### config.mk
export PLATFORM = sky130hd
export DESIGN_NAME = fir_filter_edge_normalized_unit
export DESIGN_NICKNAME = d
export VERILOG_FILES = /design/src/design/ffen_pkg.sv /design/src/design/ffen_mac.sv /design/src/design/ffen_scale.sv /design/src/design/fir_filter_edge_normalized_unit.sv
export SDC_FILE = /design/constraint.sdc
export NUM_CORES = 2
export LEC_CHECK = 0
export BUFFER_PORTS_ARGS = -buffer_cell sky130_fd_sc_hd__buf_2
export CAP_MARGIN = 10
export CORE_ASPECT_RATIO = 0.7
export CORE_MARGIN = 4
export CORE_UTILIZATION = 55
export CTS_CLUSTER_SIZE = 12
export DETAILED_ROUTE_END_ITERATION = 10
export GPL_TIMING_DRIVEN = 0
export PLACE_DENSITY = 0.68
export SYNTH_ARGS = -nofsm -noshare
export SYNTH_HDL_FRONTEND = slang
export SYNTH_SLANG_ARGS = --single-unit
### constraint.sdc
create_clock -name clk -period 39.5 [get_ports clk]
set_clock_uncertainty 0.1 [all_clocks]
set_input_delay 1.975 -clock clk [delete_from_list [all_inputs] [get_ports clk]]
set_output_delay 1.975 -clock clk [all_outputs]
set_load 0.03 [all_outputs]
### src/design/ffen_pkg.sv
// Shared widths, constants and types for the edge-normalized FIR filter.
// No dependencies; imported by every module of the block.
`timescale 1ns / 1ps

package ffen_pkg;

	// filter geometry
	localparam int MAX_TAPS    = 32;
	localparam int TAP_W       = $clog2(MAX_TAPS);
	localparam int CNT_W       = TAP_W + 1;
	localparam int D_W         = TAP_W + 1;
	localparam int SEEN_W      = 6;
	localparam int SEEN_MAX    = (1 << SEEN_W) - 1;

	// sample and coefficient formats
	localparam int SAMPLE_BITS = 16;
	localparam int COEF_BITS   = 16;
	localparam int FRAC_SHIFT  = COEF_BITS - 2;

	// accumulator and rescale widths
	localparam int PROD_W      = SAMPLE_BITS + COEF_BITS;
	localparam int ACC_W       = PROD_W + TAP_W;
	localparam int TOT_W       = COEF_BITS + TAP_W;
	localparam int SCL_W       = ACC_W + TOT_W;
	localparam int SCL_CNT_W   = $clog2(SCL_W);
	localparam int V_W         = SCL_W + 1 - FRAC_SHIFT;

	// configuration port
	localparam int ADDR_W      = 4;
	localparam int DATA_W      = 32;

	// item operation codes
	localparam logic OP_SAMPLE = 1'b0;
	localparam logic OP_COEF   = 1'b1;

	// sequencer to multiply-accumulate control
	typedef struct packed {
		logic clear;
		logic issue;
		logic hit;
	} mac_ctl_t;

endpackage

### src/design/ffen_mac.sv
// Multiply-accumulate unit: one tap product per cycle, registered, then summed.
// Depends on ffen_pkg for widths and the mac_ctl_t control group.
`timescale 1ns / 1ps

module ffen_mac import ffen_pkg::*; (
	input  logic                          clk,
	input  logic                          arst_n,
	input  mac_ctl_t                      ctl,
	input  logic signed [SAMPLE_BITS-1:0] tap_sample,
	input  logic signed [COEF_BITS-1:0]   tap_coef,
	output logic signed [ACC_W-1:0]       acc,
	output logic signed [TOT_W-1:0]       partial,
	output logic signed [TOT_W-1:0]       total
);

	logic                        issue_s1;
	logic                        hit_s1;
	logic signed [PROD_W-1:0]    prod_s1;
	logic signed [COEF_BITS-1:0] coef_s1;
	logic signed [ACC_W-1:0]     acc_q;
	logic signed [TOT_W-1:0]     partial_q;
	logic signed [TOT_W-1:0]     total_q;

	// product stage flags
	always_ff @(posedge clk or negedge arst_n) begin
		if (!arst_n) begin
			issue_s1 <= 1'b0;
			hit_s1   <= 1'b0;
		end else begin
			issue_s1 <= ctl.issue;
			hit_s1   <= ctl.issue && ctl.hit;
		end
	end

	// product stage data
	always_ff @(posedge clk) begin
		if (ctl.issue) begin
			prod_s1 <= PROD_W'(tap_sample) * PROD_W'(tap_coef);
			coef_s1 <= tap_coef;
		end
	end

	// running sums, cleared before each output
	always_ff @(posedge clk) begin
		if (ctl.clear) begin
			acc_q     <= '0;
			partial_q <= '0;
			total_q   <= '0;
		end else if (issue_s1) begin
			total_q <= total_q + {{(TOT_W-COEF_BITS){coef_s1[COEF_BITS-1]}}, coef_s1};
			if (hit_s1) begin
				acc_q     <= acc_q + {{(ACC_W-PROD_W){prod_s1[PROD_W-1]}}, prod_s1};
				partial_q <= partial_q + {{(TOT_W-COEF_BITS){coef_s1[COEF_BITS-1]}}, coef_s1};
			end
		end
	end

	assign acc     = acc_q;
	assign partial = partial_q;
	assign total   = total_q;

endmodule

### src/design/ffen_scale.sv
// Edge rescale unit: (acc * total) / partial, truncated toward zero.
// One shared adder does shift-add multiply then restoring divide. Uses ffen_pkg.
`timescale 1ns / 1ps

module ffen_scale import ffen_pkg::*; (
	input  logic                    clk,
	input  logic                    arst_n,
	input  logic                    start,
	input  logic signed [ACC_W-1:0] acc,
	input  logic signed [TOT_W-1:0] total,
	input  logic signed [TOT_W-1:0] partial,
	output logic                    done,
	output logic signed [SCL_W-1:0] quot
);

	localparam logic [1:0] SC_IDLE = 2'd0;
	localparam logic [1:0] SC_MUL  = 2'd1;
	localparam logic [1:0] SC_DIV  = 2'd2;

	logic [1:0]           sc_state_q;
	logic [SCL_CNT_W-1:0] step_q;
	logic                 done_q;
	logic [SCL_W-1:0]     work_q;
	logic [SCL_W-1:0]     mcand_q;
	logic [TOT_W-1:0]     mult_q;
	logic [TOT_W-1:0]     div_q;
	logic [TOT_W-1:0]     rem_q;
	logic                 neg_q;

	logic [ACC_W-1:0]     acc_mag;
	logic [TOT_W-1:0]     tot_mag;
	logic [TOT_W-1:0]     part_mag;
	logic [TOT_W:0]       rem_sh;
	logic [SCL_W:0]       op_a;
	logic [SCL_W:0]       op_b;
	logic                 cin;
	logic [SCL_W:0]       sum;

	// operand magnitudes
	assign acc_mag  = acc[ACC_W-1] ? (~acc + ACC_W'(1)) : acc;
	assign tot_mag  = total[TOT_W-1] ? (~total + TOT_W'(1)) : total;
	assign part_mag = partial[TOT_W-1] ? (~partial + TOT_W'(1)) : partial;

	assign rem_sh = {rem_q, work_q[SCL_W-1]};

	// shared adder: add partial product, or trial subtract of the divisor
	always_comb begin
		op_a = {1'b0, work_q};
		op_b = '0;
		cin  = 1'b0;
		case (sc_state_q)
			SC_MUL: begin
				op_a = {1'b0, work_q};
				op_b = mult_q[0] ? {1'b0, mcand_q} : '0;
				cin  = 1'b0;
			end
			SC_DIV: begin
				op_a = {{(SCL_W-TOT_W){1'b0}}, rem_sh};
				op_b = ~{{(SCL_W+1-TOT_W){1'b0}}, div_q};
				cin  = 1'b1;
			end
			default: begin
				op_a = {1'b0, work_q};
				op_b = '0;
				cin  = 1'b0;
			end
		endcase
	end

	assign sum = op_a + op_b + {{SCL_W{1'b0}}, cin};

	// sequencer
	always_ff @(posedge clk or negedge arst_n) begin
		if (!arst_n) begin
			sc_state_q <= SC_IDLE;
			step_q     <= '0;
			done_q     <= 1'b0;
		end else begin
			done_q <= 1'b0;
			case (sc_state_q)
				SC_IDLE: begin
					if (start) begin
						step_q     <= '0;
						sc_state_q <= SC_MUL;
					end
				end
				SC_MUL: begin
					if (step_q == SCL_CNT_W'(TOT_W - 1)) begin
						step_q     <= '0;
						sc_state_q <= SC_DIV;
					end else begin
						step_q <= step_q + SCL_CNT_W'(1);
					end
				end
				SC_DIV: begin
					if (step_q == SCL_CNT_W'(SCL_W - 1)) begin
						step_q     <= '0;
						done_q     <= 1'b1;
						sc_state_q <= SC_IDLE;
					end else begin
						step_q <= step_q + SCL_CNT_W'(1);
					end
				end
				default: begin
					sc_state_q <= SC_IDLE;
				end
			endcase
		end
	end

	// datapath registers
	always_ff @(posedge clk) begin
		case (sc_state_q)
			SC_IDLE: begin
				if (start) begin
					work_q  <= '0;
					mcand_q <= {{(SCL_W-ACC_W){1'b0}}, acc_mag};
					mult_q  <= tot_mag;
					div_q   <= part_mag;
					rem_q   <= '0;
					neg_q   <= acc[ACC_W-1] ^ total[TOT_W-1] ^ partial[TOT_W-1];
				end
			end
			SC_MUL: begin
				work_q  <= sum[SCL_W-1:0];
				mcand_q <= {mcand_q[SCL_W-2:0], 1'b0};
				mult_q  <= {1'b0, mult_q[TOT_W-1:1]};
			end
			SC_DIV: begin
				// negative trial difference keeps the shifted remainder
				if (sum[SCL_W]) begin
					rem_q <= rem_sh[TOT_W-1:0];
				end else begin
					rem_q <= sum[TOT_W-1:0];
				end
				work_q <= {work_q[SCL_W-2:0], ~sum[SCL_W]};
			end
			default: begin
			end
		endcase
	end

	assign done = done_q;
	assign quot = neg_q ? (~work_q + SCL_W'(1)) : work_q;

endmodule

### src/design/fir_filter_edge_normalized_unit.sv
// Edge-normalized centered FIR filter, top level: sequencer, tap stores, output beat.
// Depends on ffen_pkg, ffen_mac and ffen_scale.
//
//   channel  | handshake                  | payload
//   ---------+----------------------------+----------------------------------------------
//   item     | item_valid / item_stall    | operation, sample, is_last, tap_index, coefficient
//   result   | result_valid / result_stall| filtered, out_last, saturated, zero_partial
//   config   | psel, penable, pwrite      | paddr, pwdata, prdata (pready tied high)
//
// a coefficient item, and a sample item with no output, is taken while idle and leaves the block idle
// each output steps the multiply-accumulate loop over T taps (T = taps in use), then drain, evaluate and finish
// a renormalized edge output also passes through the shared multiply/divide unit
// a last sample emits up to T - T/2 outputs back to back through the same loop
// no clearing pass after reset; item_stall is high while an item is in work
// a result beat waits in the output register while result_stall is high
`timescale 1ns / 1ps

module fir_filter_edge_normalized_unit import ffen_pkg::*; (
	input  logic                          clk,
	input  logic                          arst_n,
	// configuration port
	input  logic                          psel,
	input  logic                          penable,
	input  logic                          pwrite,
	input  logic [ADDR_W-1:0]             paddr,
	input  logic [DATA_W-1:0]             pwdata,
	output logic [DATA_W-1:0]             prdata,
	output logic                          pready,
	// item channel
	input  logic                          item_valid,
	output logic                          item_stall,
	input  logic                          operation,
	input  logic signed [SAMPLE_BITS-1:0] sample,
	input  logic                          is_last,
	input  logic [TAP_W-1:0]              tap_index,
	input  logic signed [COEF_BITS-1:0]   coefficient,
	// result channel
	output logic                          result_valid,
	input  logic                          result_stall,
	output logic signed [SAMPLE_BITS-1:0] filtered,
	output logic                          out_last,
	output logic                          saturated,
	output logic                          zero_partial
);

	localparam logic [2:0] S_IDLE  = 3'd0;
	localparam logic [2:0] S_MAC   = 3'd1;
	localparam logic [2:0] S_DRAIN = 3'd2;
	localparam logic [2:0] S_EVAL  = 3'd3;
	localparam logic [2:0] S_SCALE = 3'd4;
	localparam logic [2:0] S_FIN   = 3'd5;

	localparam logic [1:0] REG_TAP_COUNT = 2'd0;
	localparam logic [1:0] REG_CLAMP     = 2'd1;
	localparam logic [1:0] REG_NORM      = 2'd2;

	localparam logic [SCL_W:0] RND_HALF =
		{{(SCL_W+1-FRAC_SHIFT){1'b0}}, 1'b1, {(FRAC_SHIFT-1){1'b0}}};

	// configuration registers
	logic [CNT_W-1:0] tap_count_q;
	logic             clamp_q;
	logic             norm_q;

	// sequencer state
	logic [2:0]        state_q;
	logic [SEEN_W-1:0] seen_q;
	logic [CNT_W-1:0]  t_q;
	logic [TAP_W-1:0]  half_q;
	logic [TAP_W-1:0]  m_q;
	logic [TAP_W-1:0]  k_q;
	logic              flush_q;

	// tap stores
	logic signed [SAMPLE_BITS-1:0] dl_q [MAX_TAPS];
	logic signed [COEF_BITS-1:0]   coef_q [MAX_TAPS];

	// result path
	logic                          zero_out_q;
	logic                          zp_q;
	logic signed [SCL_W-1:0]       sum_q;
	logic                          result_valid_q;
	logic signed [SAMPLE_BITS-1:0] filtered_q;
	logic                          out_last_q;
	logic                          sat_q;
	logic                          zp_out_q;

	logic                          cfg_wr;
	logic [1:0]                    reg_idx;
	logic                          acc_item;
	logic                          acc_sample;
	logic                          acc_coef;
	logic [CNT_W-1:0]              t_use;
	logic [TAP_W-1:0]              half_use;
	logic [TAP_W-1:0]              look_use;
	logic [SEEN_W-1:0]             seen_nxt;
	logic                          has_out;
	logic [TAP_W-1:0]              m_first;
	logic [D_W-1:0]                mh;
	logic [D_W-1:0]                d;
	logic                          tap_hit;
	logic                          k_last;
	logic [SEEN_W:0]               edge_lim;
	logic                          edge_hit;
	logic                          fin_load;
	logic                          more_out;
	mac_ctl_t                      mac_ctl;
	logic signed [ACC_W-1:0]       mac_acc;
	logic signed [TOT_W-1:0]       mac_partial;
	logic signed [TOT_W-1:0]       mac_total;
	logic                          scl_start;
	logic                          scl_done;
	logic signed [SCL_W-1:0]       scl_quot;
	logic [SCL_W:0]                rnd;
	logic [V_W-1:0]                v;
	logic                          sat_hi;
	logic                          sat_lo;
	logic signed [SAMPLE_BITS-1:0] sat_val;
	logic signed [SAMPLE_BITS-1:0] fin_val;

	// configuration port
	assign pready  = 1'b1;
	assign reg_idx = paddr[ADDR_W-1:2];
	assign cfg_wr  = psel && penable && pwrite && pready;

	always_comb begin
		prdata = '0;
		case (reg_idx)
			REG_TAP_COUNT: prdata = {{(DATA_W-CNT_W){1'b0}}, tap_count_q};
			REG_CLAMP:     prdata = {{(DATA_W-1){1'b0}}, clamp_q};
			REG_NORM:      prdata = {{(DATA_W-1){1'b0}}, norm_q};
			default:       prdata = '0;
		endcase
	end

	always_ff @(posedge clk or negedge arst_n) begin
		if (!arst_n) begin
			tap_count_q <= CNT_W'(1);
			clamp_q     <= 1'b0;
			norm_q      <= 1'b0;
		end else if (cfg_wr) begin
			case (reg_idx)
				REG_TAP_COUNT: tap_count_q <= pwdata[CNT_W-1:0];
				REG_CLAMP:     clamp_q     <= pwdata[0];
				REG_NORM:      norm_q      <= pwdata[0];
				default: begin
				end
			endcase
		end
	end

	// item acceptance
	assign item_stall = (state_q != S_IDLE);
	assign acc_item   = item_valid && !item_stall;
	assign acc_sample = acc_item && (operation == OP_SAMPLE);
	assign acc_coef   = acc_item && (operation == OP_COEF);

	// taps in use, window half width and lookahead
	always_comb begin
		if (tap_count_q == '0) begin
			t_use = CNT_W'(1);
		end else if (tap_count_q > CNT_W'(MAX_TAPS)) begin
			t_use = CNT_W'(MAX_TAPS);
		end else begin
			t_use = tap_count_q;
		end
	end

	assign half_use = TAP_W'(t_use >> 1);
	assign look_use = TAP_W'(t_use - CNT_W'(1) - CNT_W'(half_use));
	assign seen_nxt = (seen_q == SEEN_W'(SEEN_MAX)) ? seen_q : seen_q + SEEN_W'(1);
	assign has_out  = SEEN_W'(look_use) < seen_nxt;
	assign m_first  = (is_last && !has_out) ? TAP_W'(seen_nxt - SEEN_W'(1)) : look_use;

	// tap window for the current output
	assign mh      = D_W'(m_q) + D_W'(half_q);
	assign d       = mh - D_W'(k_q);
	assign tap_hit = (D_W'(k_q) <= mh) && (SEEN_W'(d) < seen_q) && (d < D_W'(MAX_TAPS));
	assign k_last  = CNT_W'(k_q) == (t_q - CNT_W'(1));

	// edge test: too few earlier samples, or too few later ones at flush
	assign edge_lim = (SEEN_W+1)'(mh) + (SEEN_W+1)'(1);
	assign edge_hit = ({1'b0, seen_q} < edge_lim) || (flush_q && (m_q < half_q));

	assign fin_load = (state_q == S_FIN) && (!result_valid_q || !result_stall);
	assign more_out = flush_q && (m_q != '0);

	assign mac_ctl.clear = (acc_sample && (is_last || has_out)) || (fin_load && more_out);
	assign mac_ctl.issue = (state_q == S_MAC);
	assign mac_ctl.hit   = tap_hit;

	assign scl_start = (state_q == S_EVAL) && edge_hit && norm_q && (mac_partial != '0);

	ffen_mac u_mac (
		.clk        (clk),
		.arst_n     (arst_n),
		.ctl        (mac_ctl),
		.tap_sample (dl_q[d[TAP_W-1:0]]),
		.tap_coef   (coef_q[k_q]),
		.acc        (mac_acc),
		.partial    (mac_partial),
		.total      (mac_total)
	);

	ffen_scale u_scale (
		.clk     (clk),
		.arst_n  (arst_n),
		.start   (scl_start),
		.acc     (mac_acc),
		.total   (mac_total),
		.partial (mac_partial),
		.done    (scl_done),
		.quot    (scl_quot)
	);

	// sequencer
	always_ff @(posedge clk or negedge arst_n) begin
		if (!arst_n) begin
			state_q <= S_IDLE;
			seen_q  <= '0;
			t_q     <= CNT_W'(1);
			half_q  <= '0;
			m_q     <= '0;
			k_q     <= '0;
			flush_q <= 1'b0;
		end else begin
			case (state_q)
				S_IDLE: begin
					if (acc_sample) begin
						seen_q  <= seen_nxt;
						t_q     <= t_use;
						half_q  <= half_use;
						m_q     <= m_first;
						flush_q <= is_last;
						k_q     <= '0;
						if (is_last || has_out) begin
							state_q <= S_MAC;
						end
					end
				end
				S_MAC: begin
					if (k_last) begin
						k_q     <= '0;
						state_q <= S_DRAIN;
					end else begin
						k_q <= k_q + TAP_W'(1);
					end
				end
				S_DRAIN: begin
					state_q <= S_EVAL;
				end
				S_EVAL: begin
					if (scl_start) begin
						state_q <= S_SCALE;
					end else begin
						state_q <= S_FIN;
					end
				end
				S_SCALE: begin
					if (scl_done) begin
						state_q <= S_FIN;
					end
				end
				S_FIN: begin
					if (fin_load) begin
						if (more_out) begin
							m_q     <= m_q - TAP_W'(1);
							k_q     <= '0;
							state_q <= S_MAC;
						end else begin
							if (flush_q) begin
								seen_q <= '0;
							end
							state_q <= S_IDLE;
						end
					end
				end
				default: begin
					state_q <= S_IDLE;
				end
			endcase
		end
	end

	// delay line (newest first) and coefficient store
	always_ff @(posedge clk) begin
		if (acc_sample) begin
			dl_q[0] <= sample;
			for (int i = 1; i < MAX_TAPS; i++) begin
				dl_q[i] <= dl_q[i-1];
			end
		end
		if (acc_coef) begin
			coef_q[tap_index] <= coefficient;
		end
	end

	// unscaled or rescaled sum ahead of rounding
	always_ff @(posedge clk) begin
		if (state_q == S_EVAL) begin
			zero_out_q <= edge_hit && !norm_q;
			zp_q       <= edge_hit && norm_q && (mac_partial == '0);
			sum_q      <= {{(SCL_W-ACC_W){mac_acc[ACC_W-1]}}, mac_acc};
		end else if ((state_q == S_SCALE) && scl_done) begin
			sum_q <= scl_quot;
		end
	end

	// round half up to Q1.15, saturate, then clamp negatives
	assign rnd     = {sum_q[SCL_W-1], sum_q} + RND_HALF;
	assign v       = rnd[SCL_W:FRAC_SHIFT];
	assign sat_hi  = !v[V_W-1] && (|v[V_W-2:SAMPLE_BITS-1]);
	assign sat_lo  = v[V_W-1] && !(&v[V_W-2:SAMPLE_BITS-1]);

	always_comb begin
		if (sat_hi) begin
			sat_val = {1'b0, {(SAMPLE_BITS-1){1'b1}}};
		end else if (sat_lo) begin
			sat_val = {1'b1, {(SAMPLE_BITS-1){1'b0}}};
		end else begin
			sat_val = v[SAMPLE_BITS-1:0];
		end
		fin_val = (clamp_q && sat_val[SAMPLE_BITS-1]) ? '0 : sat_val;
	end

	// output beat register
	always_ff @(posedge clk or negedge arst_n) begin
		if (!arst_n) begin
			result_valid_q <= 1'b0;
		end else if (fin_load) begin
			result_valid_q <= 1'b1;
		end else if (!result_stall) begin
			result_valid_q <= 1'b0;
		end
	end

	always_ff @(posedge clk) begin
		if (fin_load) begin
			filtered_q <= zero_out_q ? '0 : fin_val;
			sat_q      <= !zero_out_q && (sat_hi || sat_lo);
			zp_out_q   <= zp_q;
			out_last_q <= flush_q && (m_q == '0);
		end
	end

	assign result_valid = result_valid_q;
	assign filtered     = filtered_q;
	assign out_last     = out_last_q;
	assign saturated    = sat_q;
	assign zero_partial = zp_out_q;

	// output index stays inside the tap window
	a_window: assert property (@(posedge clk) disable iff (!arst_n)
		(state_q == S_MAC) |-> ((CNT_W'(m_q) + CNT_W'(half_q)) < t_q))
		else $error("output index outside tap window");

	// tap counter never passes the taps in use
	a_tap_range: assert property (@(posedge clk) disable iff (!arst_n)
		(state_q == S_MAC) |-> (CNT_W'(k_q) < t_q))
		else $error("tap counter out of range");

	// rescale unit answers only while the sequencer waits for it
	a_scale_done: assert property (@(posedge clk) disable iff (!arst_n)
		scl_done |-> (state_q == S_SCALE))
		else $error("rescale done outside scale wait");

	// the final beat of a stream returns the block to idle with the count cleared
	a_stream_end: assert property (@(posedge clk) disable iff (!arst_n)
		(fin_load && flush_q && (m_q == '0)) |=> ((state_q == S_IDLE) && (seen_q == '0)))
		else $error("stream end did not clear sample count");

endmodule
## Yosys cells after proc, flatten, opt, wreduce, memory -nomap -nowiden

Memory sizes are Yosys's and may differ from the RTL's.
Cells that the tools add are included.

| operators by class | value |
|---|---|
| add/subtract/negate cells | 21 |
| multipliers | 1 |
| order comparisons | 7 |
| equality and inequality tests | 25 |
| multiplexer cells | 64 |
| bitwise gates (word level) | 9 |
| reduce and logical (&&, ||, !) cells | 71 |

Operators by type and width:

| cell | count |
|---|---|
| $mux 58 | 7 |
| $pmux 58 s3 | 1 |
| $pmux 59 s2 | 1 |
| $pmux 58 s2 | 1 |
| $mux 21 | 4 |
| $pmux 21 s2 | 2 |
| $mux 6 | 10 |
| $add 58x15->59 const B | 1 |
| $add 58x59->59 | 1 |
| $add 59x1->59 | 1 |
| $not 21->59 | 1 |
| $add 58x1->58 const B | 1 |
| $not 58->58 | 1 |
| $add 21x2->21 const B | 2 |
| $add 21x21->21 | 2 |
| $not 21->21 | 2 |
| $mux 5 | 8 |
| $add 37x2->37 const B | 1 |
| $add 37x37->37 | 1 |
| $mux 37 | 1 |
| $not 37->37 | 1 |
| $pmux 6 s3 | 2 |
| $mul 16x16->32 | 1 |
| $mux 16 | 2 |
| other kinds (55) | 143 |

| storage, ports and cells | value |
|---|---|
| bits in registers | 437 |
| memory bits (writable) | 1024 |
| input port bits | 82 |
| logic and storage cells | 235 |
| memories kept | 2 |

Memory list:

| memory | words | bits a word | read ports | clocked after Yosys merged registers in | write ports | line | text |
|---|---|---|---|---|---|---|---|
| coef_q | 32 | 16 | 1 | 0 | 1 | fir_filter_edge_normalized_unit.sv:76 | `logic signed [COEF_BITS-1:0] coef_q [MAX_TAPS];` |
| dl_q | 32 | 16 | 32 | 0 | 32 | fir_filter_edge_normalized_unit.sv:75 | `logic signed [SAMPLE_BITS-1:0] dl_q [MAX_TAPS];` |

## Depth between registers and ports, before layout

| logic depth | value |
|---|---|
| depth after elaboration | 11 |
| depth in mapped cells | 39 |
| gate-level depth less buffers | 37 |

## Cells and area by module

A second synthesis with hierarchy kept.

| second synthesis, totals | value |
|---|---|
| cell total of the unflattened synthesis | 6119 |
| area, all modules | 79383.6 um^2 |

By module, submodules not included:

| module | instances | cells an instance | area an instance (um^2) | sequential area each (um^2) |
|---|---|---|---|---|
| fir_filter_edge_normalized_unit | 1 | 2368 | 46185.5 | 33609.7 |
| ffen_mac | 1 | 2031 | 18034.8 | 3072.9 |
| ffen_scale | 1 | 1720 | 15163.3 | 5630.4 |

## Least setup slack after synthesis

Ideal clock, no wire load.

| timing path | value |
|---|---|
| path kind | input -> register |
| start | input port item_valid |
| end | register seen_q[0] |
| setup time | 0.163 ns |
| arrival | 18.759 ns |
| data required time | 39.237 ns |
| path slack | 20.478 ns |
| stages on the path | 8 |
| buffers on the path | 2 |
| cell sequence | nand2_1 > or2_2 > clkbuf_1 > inv_1 > clkbuf_1 > a21oi_1 > o21ai_0 > o21ai_0 |

| on the way | value |
|---|---|
| longest elaborated chain between the ends | 4 |

RTL lines:

| element | line | text |
|---|---|---|
| from (decl) | fir_filter_edge_normalized_unit.sv:30 | `input logic item_valid,` |
| $logic_and 1x1->1 | fir_filter_edge_normalized_unit.sv:154 | `assign acc_item = item_valid && !item_stall;` |
| $logic_and 1x1->1 | fir_filter_edge_normalized_unit.sv:155 | `assign acc_sample = acc_item && (operation == OP_SAMPLE);` |
| via acc_sample | fir_filter_edge_normalized_unit.sv:91 | `logic acc_sample;` |
| $ne 2x2->1 (no source line) | -- |  |
| $reduce_and 5->1 (no source line) | -- |  |
| to (signal assigned) | fir_filter_edge_normalized_unit.sv:230 | `seen_q <= seen_nxt;` |
| to (decl) | fir_filter_edge_normalized_unit.sv:67 | `logic [SEEN_W-1:0] seen_q;` |

The timed path passes the listed nets, and every way through them passes these cells.
A chain may end at the register's enable or synchronous reset.

## Final worst setup path

| timing path | value |
|---|---|
| start | register k_q[1] |
| end | register u_mac.prod_s1[24], data pin |

| on the way | value |
|---|---|
| longest elaborated chain between the ends | 3 |
| elaborated cells on any way between the ends | 4 |
| classes of those cells | add/sub: 1; mul: 1; memory: 2 |

RTL lines:

| element | line | text |
|---|---|---|
| from (decl) | fir_filter_edge_normalized_unit.sv:71 | `logic [TAP_W-1:0] k_q;` |
| from (signal assigned) | fir_filter_edge_normalized_unit.sv:246 | `k_q <= k_q + TAP_W'(1);` |
| $sub 6x5->6 | fir_filter_edge_normalized_unit.sv:177 | `assign d = mh - D_W'(k_q);` |
| $mem_v2 32x16 | -- |  |
| $mul 16x16->32 (*) | ffen_mac.sv:38 | `prod_s1 <= PROD_W'(tap_sample) * PROD_W'(tap_coef);` |
| to (signal assigned) | ffen_mac.sv:38 |  |
| to (decl) | ffen_mac.sv:18 | `logic signed [PROD_W-1:0] prod_s1;` |

Every way passes the cells marked *; elsewhere a longest branch is shown, timed or not.

==> results.md <==
Global route:
- The via count of the first global-routing pass is between 40000 and 50000.
- The initial antenna violation count is 6.
- The first-pass GRT wire length is 314000 um.
- The residual overflow from global routing is 0.
- Global routing consumed, over all layers together, 28.1% of the routing resources.
- Entering global routing, the biggest net connects 75 pins.

Floorplan:
- The number of placed I/O pins is 136.
- The total die area is 0.149 sq mm.
- The die span in x is 460 um.
- After floorplanning, the core was sized to cover 0.141 sq mm.
- The initial core utilization is 55.7%.
- The count of standard-cell rows is 115.
- The die extent in y is 324 um.

Final layout:
- The number of nets in the layout is 6931.
- The share of cells above drive strength 1 is 13.2%.
- The area of the multi-input gates is 0.0337 sq mm.
- The number of filler cells placed in the layout is 10800.
- The area added between synthesis and finish is 10.5%.
- In the final layout, flip-flops and latches occupy 0.0423 sq mm.
- The post-route standard cell area excluding fillers is 0.0870 sq mm.

Worst setup path:
- STA classifies the critical path endpoint as a flip-flop.
- The library cell appearing most often on the critical path is sky130_fd_sc_hd__fa_1.
- The total number of cells along the worst setup path is 35.
- The critical path endpoint is u_mac.prod_s1[24]$_DFFE_PP_.
- The critical path contains buffers and inverters numbering 12 combined.
- In this run the worst setup path begins at k_q[1]$_DFFE_PN0P_.
- The worst flop-to-flop path startpoint is k_q[1]$_DFFE_PN0P_.
- The required time of the critical path is 40.05 ns.
- The largest stage delay on the critical path is 0.93 ns.
- Of all nets on the critical path, the largest fanout is 10.
- The flop-to-flop setup slack is approximately 26 ns.
- The critical path's slowest cell is sky130_fd_sc_hd__mux2i_1.
- The depth of the worst register-to-register path is 35.
- The setup path with the least slack is of type reg2reg.
- The type of element launching the critical path is a flip-flop.
- The reg-to-reg critical path endpoint is u_mac.prod_s1[24]$_DFFE_PP_.
- Broken down by cell family, the worst path's largest delay share belongs to buffers and inverters.
- The critical path data arrival time is 14.52 ns.

Clocking:
- For this design, the sink count on the clock tree is 1443.
- TritonCTS created 147 clock buffers.
- Hold repair after CTS inserted 0 buffers.
- At the later pin of the worst-skew pair, clock insertion delay measures 0.80 ns.
- The clock-pin slew on the worst setup and hold paths is 0.06 ns.
- TritonCTS built the clock tree.
- The clock passes through at most 3 buffers.
- CTS built an H-tree with a depth of 4.
- CTS placed an instance of sky130_fd_sc_hd__clkbuf_16 at the clock tree root.
- The buffers inserted during post-CTS setup optimization is 0.
- The post-cts sizing count is 0.

Placed design:
- The global placer's final weighted congestion is 0.948.
- After detailed placement, the total cell area comes to around 0.083 sq mm.
- The post-detailed-placement half-perimeter wirelength is 153000 um.
- The count of buffers inserted at the top-level ports is 80.

Power and ir drop:
- The static leakage power is between 30 and 40 nW.
- In this run the power density over the cells is 34.7 mW/mm^2.
- The largest voltage drop on the vdd net is 0.0410 mV.
- After layout, the design draws a total of 0.00302 W.

Job:
- The number of max-capacitance violations reported is 0.

STA:
- The number of slew-limit violations in the final report is 0.
- The slew of the pin with the lowest slew margin is 1.31 ns.
- The highest achievable clock rate is just over 70 MHz.
- The setup TNS after final layout is 0 ns.
- The portion of the clock cycle consumed by the worst path in the final layout is 35.4%.
- The time the final worst path needs with I/O delays and setup is about 14 ns.
- Hold timing on the final database bottoms out at a slack of 0.337 ns.
- Setup violations remaining at the end of the flow were counted as 0.
- The worst pin sits at a relative slew slack of 9.85%.
- The number of failing hold endpoints at the final stage is 0.
- Setup repair after global routing left no endpoint under its margin.

Route:
- The vias after detailed routing is 50900.
- In this run, the number of DRC markers left after iteration 0 of detailed routing was 6374.
- The count of TritonRoute iterations in the first routing pass is 5.
- The detailed-route wire length is 210000 um.
- Dividing the detail-routed wire length by the instance count gives between 20 and 30 um.
- The count of nets left with antenna violations once routing finished came out at 0.
- After detailed routing, the number of remaining DRC violations is 0.
- After detailed routing, the number of vias per cell comes to 6.16.

Synthesis:
- The number of warnings reported in the yosys synthesis log is 0.
- The fraction of the yosys area taken by sequential cells is 53.8%.
- Counting distinct cell types in the post-synthesis netlist gives 90.
- The register bit count reported by yosys is 1443.
- After synthesis, the share of flip-flops with an asynchronous set or reset is under 10%.
- The synthesized cell area is between 0.07 and 0.08 sq mm.
- The post-synthesis average cell area is 13.1 sq um.
- The post-synthesis cell count is 6010.
- In the synthesized netlist the dominant register cell turns out to be sky130_fd_sc_hd__edfxtp_1.
- The number of enable-type register cells in the synthesized netlist is 1318.

Hold path:
- The worst hold path passes through 0 cells.
- The min-delay analysis places its worst path in the category reg2reg.

Outcome:
- The run finished with clean final reports.
## synthesized netlist by cell type (16+ instances only)
library cell	count	area, sq um
sky130_fd_sc_hd__xnor2_1	136	1190
sky130_fd_sc_hd__mux2i_1	62	621
sky130_fd_sc_hd__a21boi_0	34	255
sky130_fd_sc_hd__a21o_1	89	668
sky130_fd_sc_hd__xor2_1	158	1380
sky130_fd_sc_hd__a31oi_1	37	231
sky130_fd_sc_hd__o211ai_1	17	128
sky130_fd_sc_hd__clkbuf_1	213	800
sky130_fd_sc_hd__mux4_2	318	7160
sky130_fd_sc_hd__or4_1	24	180
sky130_fd_sc_hd__nor2b_1	113	707
sky130_fd_sc_hd__nor2_1	377	1420
sky130_fd_sc_hd__fa_1	270	5410
sky130_fd_sc_hd__o21bai_1	25	188
sky130_fd_sc_hd__dfrtp_1	44	1100
sky130_fd_sc_hd__inv_1	465	1750
sky130_fd_sc_hd__a211oi_1	20	150
sky130_fd_sc_hd__or2_2	71	444
sky130_fd_sc_hd__mux2_2	35	394
sky130_fd_sc_hd__ha_1	266	3330
sky130_fd_sc_hd__buf_4	27	203
sky130_fd_sc_hd__buf_1	48	180
sky130_fd_sc_hd__and3_1	33	206
sky130_fd_sc_hd__nor3b_1	16	120
sky130_fd_sc_hd__nand2b_1	66	413
sky130_fd_sc_hd__dfxtp_1	79	1580
sky130_fd_sc_hd__nand2_1	422	1580
sky130_fd_sc_hd__edfxtp_1	1318	39600
sky130_fd_sc_hd__nand3_1	110	551
sky130_fd_sc_hd__or3_1	35	219
sky130_fd_sc_hd__a21oi_1	294	1470
sky130_fd_sc_hd__o21ai_0	267	1340
sky130_fd_sc_hd__nor3_1	85	425
sky130_fd_sc_hd__a22oi_1	30	225
sky130_fd_sc_hd__nand4_1	40	250
sky130_fd_sc_hd__nor4_1	24	150
sky130_fd_sc_hd__o21a_1	31	233
sky130_fd_sc_hd__and2_1	77	482
sky130_fd_sc_hd__o31ai_1	42	315
## per-stage QoR
| stage | worst slack (ns) | utilization (%) | cells |
|---|---|---|---|
| 2_1_floorplan | 20.48 | - | 6035 |
| 3_3_place_gp | 12.79 | 57.7 | 7987 |
| 3_5_place_dp | 25.63 | 58.4 | 8029 |
| 4_1_cts | 25.58 | 61.5 | 8251 |
| 5_1_grt | 24.97 | 61.6 | 8259 |
| 6_report | 25.53 | 61.6 | 8259 |
## worst reg2reg max path, delay by kind of cell, from the launching register on
kind,cells,cell delay (ns)
multiplexers,1,0.94
AND/OR/NAND/NOR,8,2.00
adder cells (fa/ha/maj),8,3.85
AO/OA/AOI/OAI,6,2.07
flip-flops,1,0.52
buffers and inverters,12,4.32
## where the power goes
group          total (W)  internal, W  leakage, nW  switching, W
Sequential       0.00166      0.00165         12.7    0.00000343
Clock            0.00131     0.000708         2.09      0.000600
Combinational  0.0000530    0.0000197         16.5     0.0000332
## per-layer routing
| metal | share of wire [%] | vias up | GRT usage, % |
|---|---|---|---|
| met5 | 0.0062 | - | 0 |
| met4 | 1.9 | 2 | 6.21 |
| met3 | 13 | 243 | 9.97 |
| met2 | 40 | 2434 | 37.0 |
| met1 | 45 | 25600 | 44.6 |
| li1 | - | 22600 | - |
## registers in the layout, indices dropped and copies added (netlist names), 16 cells and up
name             count
coef_q             512
dl_q               512
u_scale.mcand_q     58
u_scale.work_q      58
sum_q               45
u_mac.acc           37
u_mac.prod_s1       32
u_mac.partial       21
u_mac.total         21
u_scale.div_q       21
u_scale.mult_q      21
u_scale.rem_q       21
filtered            16
u_mac.coef_s1       16
## cell type report
class | count | share of cell area, %
flip-flops and latches | 1443 | 48.6
plain buffers | 297 | 1.42
inverters | 469 | 2.02
clock inverters | 37 | 0.537
repair buffers | 129 | 1.44
diodes | 1 | 0.00288
multi-input cells | 3826 | 38.8
clock buffers | 185 | 4.48
well taps | 1872 | 2.69
## layout by cell type (no fill, tap or decap), types with 71 or more instances in the layout
master	count
sky130_fd_sc_hd__clkbuf_1	244
sky130_fd_sc_hd__edfxtp_1	1318
sky130_fd_sc_hd__mux4_2	318
sky130_fd_sc_hd__ha_1	266
sky130_fd_sc_hd__clkbuf_16	149
sky130_fd_sc_hd__a21oi_1	292
sky130_fd_sc_hd__nor2b_1	113
sky130_fd_sc_hd__xnor2_1	136
sky130_fd_sc_hd__fa_1	270
sky130_fd_sc_hd__a21o_1	89
sky130_fd_sc_hd__nand3_1	110
sky130_fd_sc_hd__buf_2	91
sky130_fd_sc_hd__dfxtp_1	79
sky130_fd_sc_hd__inv_1	464
sky130_fd_sc_hd__and2_1	77
sky130_fd_sc_hd__o21ai_0	264
sky130_fd_sc_hd__nor3_1	85
sky130_fd_sc_hd__or2_2	71
sky130_fd_sc_hd__xor2_1	158
sky130_fd_sc_hd__nand2_1	422
sky130_fd_sc_hd__nor2_1	345
## worst min-delay path by stage
stage,startpoint,endpoint,slack (ns)
after floorplan,zp_q$_DFFE_PP_,zero_partial$_DFFE_PP_,0.30
after global placement,dl_q[26][4]$_DFFE_PP_,dl_q[27][4]$_DFFE_PP_,0.32
after detailed placement,dl_q[29][14]$_DFFE_PP_,dl_q[30][14]$_DFFE_PP_,0.33
after CTS,dl_q[22][12]$_DFFE_PP_,dl_q[23][12]$_DFFE_PP_,0.33
after global routing,dl_q[22][12]$_DFFE_PP_,dl_q[23][12]$_DFFE_PP_,0.34
final,dl_q[5][11]$_DFFE_PP_,dl_q[6][11]$_DFFE_PP_,0.34
## cell families (layout without fill, tap and decap cells)
group	after synthesis	count (layout)	share of synthesized area [%]
compound gates	1007	1007	7.96
flops	1443	1443	53.8
mux	415	415	10.4
buf+inv	766	1117	3.80
other cells	2	28	0.00954
xor+xnor	294	294	3.27
simple gates	1547	1547	9.70
fa+ha+maj	536	536	11.1
Power figures use the tool's default switching activity.
